### config.mk
export PLATFORM = sky130hd
export DESIGN_NAME = integer_to_ascii_radix
export DESIGN_NICKNAME = d
export VERILOG_FILES = /design/src/design/itoar_pkg.sv /design/src/design/itoar_seq.sv /design/src/design/itoar_dp.sv /design/src/design/integer_to_ascii_radix.sv
export SDC_FILE = /design/constraint.sdc
export NUM_CORES = 1
export LEC_CHECK = 0
export ABC_AREA = 0
export BUFFER_PORTS_ARGS = -buffer_cell sky130_fd_sc_hd__buf_2
export CAP_MARGIN = 10
export CORE_AREA = 2 2 121 123
export DETAILED_ROUTE_END_ITERATION = 8
export DIE_AREA = 0 0 123 125
export PLACE_DENSITY = 0.73
export SLEW_MARGIN = 10
export SYNTH_ARGS = -nofsm -noshare
export SYNTH_HDL_FRONTEND = slang
export SYNTH_HIERARCHICAL = 1
export SYNTH_SLANG_ARGS = --single-unit
### constraint.sdc
create_clock -name i_clk -period 7.5 [get_ports i_clk]
set_clock_uncertainty 0.2 [all_clocks]
set_input_delay 1.5 -clock i_clk [delete_from_list [all_inputs] [get_ports i_clk]]
set_output_delay 1.5 -clock i_clk [all_outputs]
set_load 0.1 [all_outputs]
### src/design/itoar_pkg.sv
`default_nettype none

package itoar_pkg;

    localparam int VALUE_WIDTH = 16;
    localparam int DIGIT_BUFFER_DEPTH = 17;
    localparam int PTR_W = $clog2(DIGIT_BUFFER_DEPTH + 1);
    localparam int IDX_W = $clog2(DIGIT_BUFFER_DEPTH);
    localparam int CNT_W = $clog2(VALUE_WIDTH);
    localparam int PC_W = 3;

    localparam logic [7:0] CHAR_ZERO = 8'h30;
    localparam logic [7:0] CHAR_A = 8'h41;
    localparam logic [7:0] CHAR_MINUS = 8'h2d;

    localparam logic [4:0] BASE_MIN = 5'd2;
    localparam logic [4:0] BASE_MAX = 5'd16;

    typedef enum logic [2:0] {
        C_NEXT,
        C_ALWAYS,
        C_NOT_START,
        C_DIV_MORE,
        C_QUOT_NZ,
        C_MORE_CHARS
    } t_cond;

    localparam logic [PC_W-1:0] STEP_IDLE = 3'd0;
    localparam logic [PC_W-1:0] STEP_DIV = 3'd1;
    localparam logic [PC_W-1:0] STEP_PUSH = 3'd2;
    localparam logic [PC_W-1:0] STEP_SIGN = 3'd3;
    localparam logic [PC_W-1:0] STEP_EMIT = 3'd4;
    localparam logic [PC_W-1:0] STEP_DONE = 3'd5;

    typedef struct packed {
        t_cond           cond;
        logic [PC_W-1:0] target;
        logic            op_load;
        logic            op_div;
        logic            op_push_digit;
        logic            op_push_sign;
        logic            op_emit;
    } t_ctrl;

    typedef struct packed {
        logic div_more;
        logic quot_nz;
        logic more_chars;
    } t_stat;

    function automatic t_ctrl ucode(input logic [PC_W-1:0] pc);
        t_ctrl w;
        w = '{cond: C_ALWAYS, target: STEP_IDLE, default: 1'b0};
        unique case (pc)
            STEP_IDLE: begin
                w.cond = C_NOT_START;
                w.target = STEP_IDLE;
                w.op_load = 1'b1;
            end
            STEP_DIV: begin
                w.cond = C_DIV_MORE;
                w.target = STEP_DIV;
                w.op_div = 1'b1;
            end
            STEP_PUSH: begin
                w.cond = C_QUOT_NZ;
                w.target = STEP_DIV;
                w.op_push_digit = 1'b1;
            end
            STEP_SIGN: begin
                w.cond = C_NEXT;
                w.op_push_sign = 1'b1;
            end
            STEP_EMIT: begin
                w.cond = C_MORE_CHARS;
                w.target = STEP_EMIT;
                w.op_emit = 1'b1;
            end
            STEP_DONE: begin
                w.cond = C_ALWAYS;
                w.target = STEP_IDLE;
            end
            default: begin
                w.cond = C_ALWAYS;
                w.target = STEP_IDLE;
            end
        endcase
        return w;
    endfunction

    function automatic logic [7:0] glyph(input logic [3:0] digit);
        logic [7:0] c;
        if (digit < 4'd10) begin
            c = CHAR_ZERO + {4'd0, digit};
        end else begin
            c = CHAR_A + {4'd0, digit} - 8'd10;
        end
        return c;
    endfunction

endpackage

`default_nettype wire

### src/design/itoar_seq.sv
`default_nettype none

module itoar_seq (
    input  wire                          i_clk,
    input  wire                          i_rst_n,
    input  wire                          i_start,
    input  itoar_pkg::t_stat             i_stat,
    output itoar_pkg::t_ctrl             o_ctrl,
    output logic                         o_busy
);

    logic [itoar_pkg::PC_W-1:0] r_pc;
    logic [itoar_pkg::PC_W-1:0] n_pc;
    itoar_pkg::t_ctrl           ctrl;
    logic                       take;

    always_comb begin
        ctrl = itoar_pkg::ucode(r_pc);
        unique case (ctrl.cond)
            itoar_pkg::C_NEXT:       take = 1'b0;
            itoar_pkg::C_ALWAYS:     take = 1'b1;
            itoar_pkg::C_NOT_START:  take = !i_start;
            itoar_pkg::C_DIV_MORE:   take = i_stat.div_more;
            itoar_pkg::C_QUOT_NZ:    take = i_stat.quot_nz;
            itoar_pkg::C_MORE_CHARS: take = i_stat.more_chars;
            default:                 take = 1'b1;
        endcase
        n_pc = take ? ctrl.target : r_pc + 3'd1;
    end

    always_ff @(posedge i_clk) begin
        if (!i_rst_n) begin
            r_pc <= itoar_pkg::STEP_IDLE;
        end else begin
            r_pc <= n_pc;
        end
    end

    assign o_ctrl = ctrl;
    assign o_busy = (r_pc != itoar_pkg::STEP_IDLE);

    a_accept_goes_busy: assert property (@(posedge i_clk) disable iff (!i_rst_n)
        i_start && !o_busy |=> o_busy)
        else $error("transfer accepted but sequencer stayed idle");

    a_pc_in_program: assert property (@(posedge i_clk) disable iff (!i_rst_n)
        r_pc <= itoar_pkg::STEP_DONE)
        else $error("step counter left the program");

    a_done_returns_idle: assert property (@(posedge i_clk) disable iff (!i_rst_n)
        r_pc == itoar_pkg::STEP_DONE |=> !o_busy)
        else $error("sequencer did not return to idle");

endmodule

`default_nettype wire

### src/design/itoar_dp.sv
`default_nettype none

module itoar_dp (
    input  wire                                   i_clk,
    input  wire                                   i_rst_n,
    input  wire                                   i_start,
    input  wire                                   i_cmd,
    input  wire  [itoar_pkg::VALUE_WIDTH-1:0]     i_value,
    input  wire  [4:0]                            i_base,
    input  itoar_pkg::t_ctrl                      i_ctrl,
    output itoar_pkg::t_stat                      o_stat,
    output logic [7:0]                            o_ascii_char,
    output logic                                  o_last,
    output logic                                  o_strobe
);

    logic [itoar_pkg::VALUE_WIDTH-1:0] r_quot;
    logic [3:0]                        r_rem;
    logic [4:0]                        r_base;
    logic                              r_neg;
    logic [itoar_pkg::CNT_W-1:0]       r_cnt;
    logic [itoar_pkg::PTR_W-1:0]       r_ptr;
    logic [7:0]                        r_stack [itoar_pkg::DIGIT_BUFFER_DEPTH];
    logic [7:0]                        r_char;
    logic                              r_last;
    logic                              r_strobe;

    logic [4:0]                        trial;
    logic                              fits;
    logic [4:0]                        diff;
    logic [4:0]                        base_clamped;
    logic                              push;
    logic [7:0]                        push_char;
    logic [itoar_pkg::IDX_W-1:0]       wr_idx;
    logic [itoar_pkg::IDX_W-1:0]       rd_idx;
    logic [itoar_pkg::PTR_W-1:0]       ptr_dec;

    always_comb begin
        trial = {r_rem, r_quot[itoar_pkg::VALUE_WIDTH-1]};
        fits = (trial >= r_base);
        diff = trial - r_base;
        if (i_base < itoar_pkg::BASE_MIN) begin
            base_clamped = itoar_pkg::BASE_MIN;
        end else if (i_base > itoar_pkg::BASE_MAX) begin
            base_clamped = itoar_pkg::BASE_MAX;
        end else begin
            base_clamped = i_base;
        end
        push = i_ctrl.op_push_digit || (i_ctrl.op_push_sign && r_neg);
        push_char = i_ctrl.op_push_digit ? itoar_pkg::glyph(r_rem) : itoar_pkg::CHAR_MINUS;
        ptr_dec = r_ptr - 1'b1;
        wr_idx = r_ptr[itoar_pkg::IDX_W-1:0];
        rd_idx = ptr_dec[itoar_pkg::IDX_W-1:0];
    end

    always_ff @(posedge i_clk) begin
        if (i_ctrl.op_load && i_start) begin
            r_neg <= i_cmd && i_value[itoar_pkg::VALUE_WIDTH-1];
            r_quot <= (i_cmd && i_value[itoar_pkg::VALUE_WIDTH-1])
                    ? ('0 - i_value) : i_value;
            r_base <= base_clamped;
            r_rem <= '0;
            r_cnt <= itoar_pkg::CNT_W'(itoar_pkg::VALUE_WIDTH - 1);
        end
        if (i_ctrl.op_div) begin
            r_quot <= {r_quot[itoar_pkg::VALUE_WIDTH-2:0], fits};
            r_rem <= fits ? diff[3:0] : trial[3:0];
            r_cnt <= r_cnt - 1'b1;
        end
        if (i_ctrl.op_push_digit) begin
            r_rem <= '0;
            r_cnt <= itoar_pkg::CNT_W'(itoar_pkg::VALUE_WIDTH - 1);
        end
        if (push) begin
            r_stack[wr_idx] <= push_char;
        end
        if (i_ctrl.op_emit) begin
            r_char <= r_stack[rd_idx];
            r_last <= (r_ptr == itoar_pkg::PTR_W'(1));
        end
    end

    always_ff @(posedge i_clk) begin
        if (!i_rst_n) begin
            r_ptr <= '0;
            r_strobe <= 1'b0;
        end else begin
            r_strobe <= i_ctrl.op_emit;
            if (i_ctrl.op_load && i_start) begin
                r_ptr <= '0;
            end else if (push) begin
                r_ptr <= r_ptr + 1'b1;
            end else if (i_ctrl.op_emit) begin
                r_ptr <= ptr_dec;
            end
        end
    end

    assign o_stat.div_more = (r_cnt != '0);
    assign o_stat.quot_nz = (r_quot != '0);
    assign o_stat.more_chars = (r_ptr != itoar_pkg::PTR_W'(1));
    assign o_ascii_char = r_char;
    assign o_last = r_last;
    assign o_strobe = r_strobe;

    a_ptr_bounded: assert property (@(posedge i_clk) disable iff (!i_rst_n)
        r_ptr <= itoar_pkg::PTR_W'(itoar_pkg::DIGIT_BUFFER_DEPTH))
        else $error("digit stack overflow");

    a_emit_not_empty: assert property (@(posedge i_clk) disable iff (!i_rst_n)
        i_ctrl.op_emit |-> r_ptr != '0)
        else $error("emit from empty digit stack");

    a_last_ends_text: assert property (@(posedge i_clk) disable iff (!i_rst_n)
        o_strobe && o_last |=> !o_strobe)
        else $error("transfer after last character");

endmodule

`default_nettype wire

### src/design/integer_to_ascii_radix.sv
// from start to the first character, each of the n digits takes 16 restoring division steps
// plus one digit push, then comes the sign step
// throughput: one character per cycle once emitting, then the sequencer returns idle;
// the text holds n characters, or n + 1 with a sign
// the receiver cannot stall: each character is valid for one cycle under o_strobe
// reset: synchronous active low, returns the sequencer to idle and empties the digit stack
`default_nettype none

module integer_to_ascii_radix (
    input  wire                               i_clk,
    input  wire                               i_rst_n,
    input  wire                               start,
    output logic                              busy,
    input  wire                               i_cmd,
    input  wire  [itoar_pkg::VALUE_WIDTH-1:0] i_value,
    input  wire  [4:0]                        i_base,
    output logic [7:0]                        o_ascii_char,
    output logic                              o_last,
    output logic                              o_strobe
);

    itoar_pkg::t_ctrl ctrl;
    itoar_pkg::t_stat stat;

    itoar_seq u_seq (
        .i_clk   (i_clk),
        .i_rst_n (i_rst_n),
        .i_start (start),
        .i_stat  (stat),
        .o_ctrl  (ctrl),
        .o_busy  (busy)
    );

    itoar_dp u_dp (
        .i_clk        (i_clk),
        .i_rst_n      (i_rst_n),
        .i_start      (start),
        .i_cmd        (i_cmd),
        .i_value      (i_value),
        .i_base       (i_base),
        .i_ctrl       (ctrl),
        .o_stat       (stat),
        .o_ascii_char (o_ascii_char),
        .o_last       (o_last),
        .o_strobe     (o_strobe)
    );

endmodule

`default_nettype wire

## After elaboration in Yosys (flattened, before gate mapping)

Memories as Yosys holds them, arrays and structs flattened. A register that Yosys moved wholly into a read port is not among the register bits.
Cells that the tools add are included.

| word-level totals | value |
|---|---|
| flip-flop bits (word level) | 40 |
| bits in writable memories | 136 |
| input port bits | 25 |
| output and inout bits | 11 |
| word-level logic and storage cells | 74 |
| memories | 1 |

| operators by class | value |
|---|---|
| $add $sub $neg | 9 |
| order comparisons | 4 |
| eq/ne operators | 10 |
| mux-type cells | 24 |
| bitwise operators | 1 |
| reductions and logical operators | 15 |

Memories:

| name | depth | width | rd ports | clocked after memory_dff | write ports | RTL line | text |
|---|---|---|---|---|---|---|---|
| u_dp.r_stack | 17 | 8 | 1 | 1 | 1 | itoar_dp.sv:23 | `logic [7:0] r_stack [itoar_pkg::DIGIT_BUFFER_DEPTH];` |

Operator list:

| cell | number |
|---|---|
| 16-bit 2-to-1 mux | 3 |
| 4-bit 2-to-1 mux | 5 |
| 8-bit 2-to-1 mux | 2 |
| 16-bit nonzero test | 1 |
| 1-bit by 16-bit subtractor with 16-bit output, first input constant | 1 |
| 5-bit 2-to-1 mux | 3 |
| 3-bit one-hot mux with 5 select lines | 1 |
| 3-bit by 2-bit equality test with 1-bit output, second input constant | 4 |
| 3-bit equality test, second input constant | 3 |
| 7-bit by 4-bit adder with 8-bit output, first input constant | 1 |
| 8-bit by 4-bit subtractor with 8-bit output, second input constant | 1 |
| 6-bit by 4-bit adder with 7-bit output, first input constant | 1 |
| 1-bit 2-to-1 mux | 7 |
| 3-bit zero test | 2 |
| 3-bit one-hot mux with 2 select lines | 1 |
| 2-bit OR reduction | 3 |
| 5-bit by 1-bit adder with 5-bit output, second input constant | 1 |
| 5-bit by 1-bit equality test with 1-bit output, second input constant | 1 |
| 5-bit >= comparator | 1 |
| 5-bit > comparator, second input constant | 1 |
| 5-bit by 2-bit < comparator with 1-bit output, second input constant | 1 |
| 5-bit by 1-bit != test with 1-bit output, second input constant | 1 |
| 1-bit one-hot mux with 5 select lines | 1 |
| 5-bit by 1-bit subtractor with 5-bit output, second input constant | 1 |
| other kinds (13) | 16 |

## Longest topological paths before layout

| logic depth | value |
|---|---|
| depth after elaboration | 6 |
| mapped depth | 10 |
| gate-level depth less buffers | 9 |

## By module

The synthesis kept the hierarchy.

By module, submodules not included:

| module | times used | cells an instance | area each (um^2) | seq. area each (um^2) |
|---|---|---|---|---|
| itoar_dp | 1 | 495 | 7313.3 | 4754.6 |
| itoar_seq | 1 | 42 | 295.3 | 60.1 |

## Least setup slack after synthesis

No wires, ideal clock.

| timing path | value |
|---|---|
| kind | reg-to-reg |
| from | reg u_seq/r_pc[0] (netlist name) |
| to | reg u_dp/r_cnt[2] (netlist name) |
| arrival time | 2892 ps |
| required time | 7177 ps |
| setup slack | 4285 ps |
| stages on the path, launching flop included | 11 |
| path buffers | 1 |
| period minus slack after synthesis | 3215 ps |
| path through | dfxtp_1 > inv_1 > ha_1 > nand2b_1 > inv_1 > and2_1 > or2_2 > clkbuf_1 > a21oi_1 > a31oi_1 > or2_2 |

RTL lines:

| element | RTL line | text |
|---|---|---|
| start: declaration | itoar_seq.sv:12 | `logic [itoar_pkg::PC_W-1:0] r_pc;` |
| start signal: assignment | itoar_seq.sv:33 | `r_pc <= itoar_pkg::STEP_IDLE;` |
| start signal: assignment | itoar_seq.sv:35 | `r_pc <= n_pc;` |
| end signal: assignment | itoar_dp.sv:63 | `r_cnt <= itoar_pkg::CNT_W'(itoar_pkg::VALUE_WIDTH - 1);` |
| end signal: assignment | itoar_dp.sv:68 | `r_cnt <= r_cnt - 1'b1;` |
| end signal: assignment | itoar_dp.sv:72 | `r_cnt <= itoar_pkg::CNT_W'(itoar_pkg::VALUE_WIDTH - 1);` |
| end: declaration | itoar_dp.sv:21 | `logic [itoar_pkg::CNT_W-1:0] r_cnt;` |

## Final worst setup path

| timing path | value |
|---|---|
| from | reg u_dp/r_ptr[0] (netlist name) |
| to | reg u_dp.r_char[1] (netlist: u_dp/o_ascii_char[1]) (read register of u_dp.r_stack), data pin |

| on the way | value |
|---|---|
| cells in the longest elaborated chain, start to end | 1 |

Ends and longest elaborated chain:

| element | RTL line | text |
|---|---|---|
| start: declaration | itoar_dp.sv:22 | `logic [itoar_pkg::PTR_W-1:0] r_ptr;` |
| start signal: assignment | itoar_dp.sv:92 | `r_ptr <= r_ptr + 1'b1;` |
| start signal: assignment | itoar_dp.sv:94 | `r_ptr <= ptr_dec;` |
| 5-bit by 1-bit subtractor with 5-bit output | itoar_dp.sv:51 | `ptr_dec = r_ptr - 1'b1;` |
| named net u_dp.ptr_dec (one bit) | itoar_dp.sv:36 | `logic [itoar_pkg::PTR_W-1:0] ptr_dec;` |
| end: declaration | itoar_dp.sv:24 | `logic [7:0] r_char;` |

The timed path passes the listed nets, and every way through them passes these cells.
A chain may end at the register's enable or synchronous reset.

==> flow_summary.ini <==
[setup_path]
reg2reg_setup_slack_ps = 3410
r2r_cells = 6
path_class = reg2reg
critPathLaunchType = flip-flop
reg2reg_to = u_dp/o_ascii_char[1]
critPathCaptureType = flip-flop
arrival_ps = 4070
critPathRequiredTime_ps = 7470
timing.rr.start = u_dp/r_ptr[0]
path_max_fanout = 35

[timing]
maxSlewViolCount = 0
hold_violations = 0
post-route-min-period_ps = 4094
whs_ps = 350.2
fmax_mhz = 244.3
relSlewSlack_pct = 16.03
grt_setup_unrepaired = false
worst_pin_slew_ps = 1260
finalCritPeriodShare_pct = 54.59
setup_violations = 0
fin_setup_tns_ps = 0

[cts]
clk_latency_ps = 430
clkSlewWorstSetupHoldPaths_ps = 70
cts_root_buf = clkbuf_16
cts_resized = 0
cts_num_sinks = 166
cts_hold_buf = 0
max-clock-path-buffers = 2
postCtsSetupRepairBufs = 0
cts_tree = built
htree_levels = 4
numCtsBuffers = 17

[placement]
place.gp.congestion = 0.8818
post_dp_cell_area_sq_mm = 0.007903
dp.cells = 733
portBuffers = 34
hpwl_um = 10220

[floorplan]
die-area_sq_mm = 0.01538
std_cell_rows = 44
core_sq_mm = 0.01420
die_w_um = 123
start_util_pct = 53.28
pin_count = 36
die_h_um = 125

[cells_and_area]
area.growth.synth_to_final_pct = 12.60
fin_area_sq_mm = 0.008521
post-route-util_pct = 59.99
drive_gt1_share_pct = 18.24
fin_nets = 613
stdcell_count = 765
antenna_cells = 0

[detailed_routing]
drc = 0
avgRoutedWirePerCell_um = 20.15
drt_iter0_markers = 400
dr.pass1.iters = 6
vias = 4487
postRouteAntennaNets = 0
via_per_inst = 5.865
drt_wl_total_um = 15420

[grt]
grt.total_usage_pct = 21.56
grt_max_degree = 41
grt_pass1_wl_um = 24260
antenna_found_initial = 0
first_global_vias = 4509
gr-total-overflow = 0

[worst_hold_path]
worstHoldPathCells = 2
min_from = u_dp/r_stack[16][6]
worstHoldEndpoint = u_dp/o_ascii_char[6]
hp-class = reg2reg

[synth]
synth_cells = 529
synthesis.area_sq_mm = 0.007567
yosysWarningCount = 6
syn_area_per_cell_sq_um = 14.30
syn_nets = 574

[outcome]
outcome = finished clean

[power]
vdd_drop_max_mv = 0.2158
power_density_mw_per_mm2 = 315.7
static-leakage-power_nw = 3.111

[job]
max-cap-violations = 0
-- registers in the layout, summed over array words and instances, names as in the netlist, 3 cells and up --
register,cells
u_dp/r_stack,119
u_dp/r_quot,16
u_dp/o_ascii_char,7
u_dp/r_base,5
u_dp/r_ptr,5
u_dp/r_cnt,4
u_dp/r_rem,4
u_seq/r_pc,3
-- worst max path at each step --
| stage | to | from | slack (ps) |
|---|---|---|---|
| 2_1_floorplan | u_dp/r_cnt[2] | u_seq/r_pc[0] | 4310 |
| 3_3_place_gp | u_dp/o_ascii_char[6] | u_dp/r_ptr[0] | 3660 |
| 3_5_place_dp | u_dp/o_ascii_char[5] | u_dp/r_ptr[0] | 3470 |
| 4_1_cts | u_dp/o_ascii_char[5] | u_dp/r_ptr[0] | 3420 |
| 5_1_grt | u_dp/o_ascii_char[5] | u_dp/r_ptr[0] | 3120 |
| 6_report | u_dp/o_ascii_char[1] | u_dp/r_ptr[0] | 3410 |
-- area by class of cell --
cell class	count	area (sq um)
repair buffers	40	215.2
flip-flops and latches	166	4816
inverters	34	127.6
clock inverters	15	190.2
well taps	184	230.2
clock buffers	17	425.4
multi-input cells	309	2516
fillers	1061	5683
-- per-stage QoR --
step                power [W]  worst slack, ps
floorplan            0.001666             4315
global placement     0.001783             3665
detailed placement   0.001811             3467
CTS                  0.002702             3419
global route         0.002820             3120
finish               0.002690             3406
-- critical path, stage by stage, from the launching register on --
cell and delay (ps):
dfxtp_2 1020, inv_1 270, ha_1 1220, mux4_1 430, mux2_2 290, a222oi_1 310
inv_1 80
-- layout by cell type, fill, tap and decap left out, drive strengths merged, types with 15 or more instances in the layout --
cell type / n
a21oi: 16
nor2: 38
clkbuf: 17
buf: 40
inv: 40
edfxtp: 149
mux2: 15
dfxtp: 17
nand2: 44
xnor2: 15
mux4: 28
ha: 19
o21ai: 25
-- report_power, final --
part	internal (W)	switching [W]
Clock	0.000531	0.000361
Combinational	0.000213	0.000370
Sequential	0.00114	0.0000698
Total	0.00189	0.000801
-- layer usage --
metal  up-vias  routed length, um  global-route usage [%]
li1       2097                  -                       -
met1      2213               6356                   27.47
met2       154               7826                   35.98
met3        23                905                   5.018
met4         0                327                   7.955
met5         -                  0                       0
No activity file was read; power rests on OpenSTA's default activity.
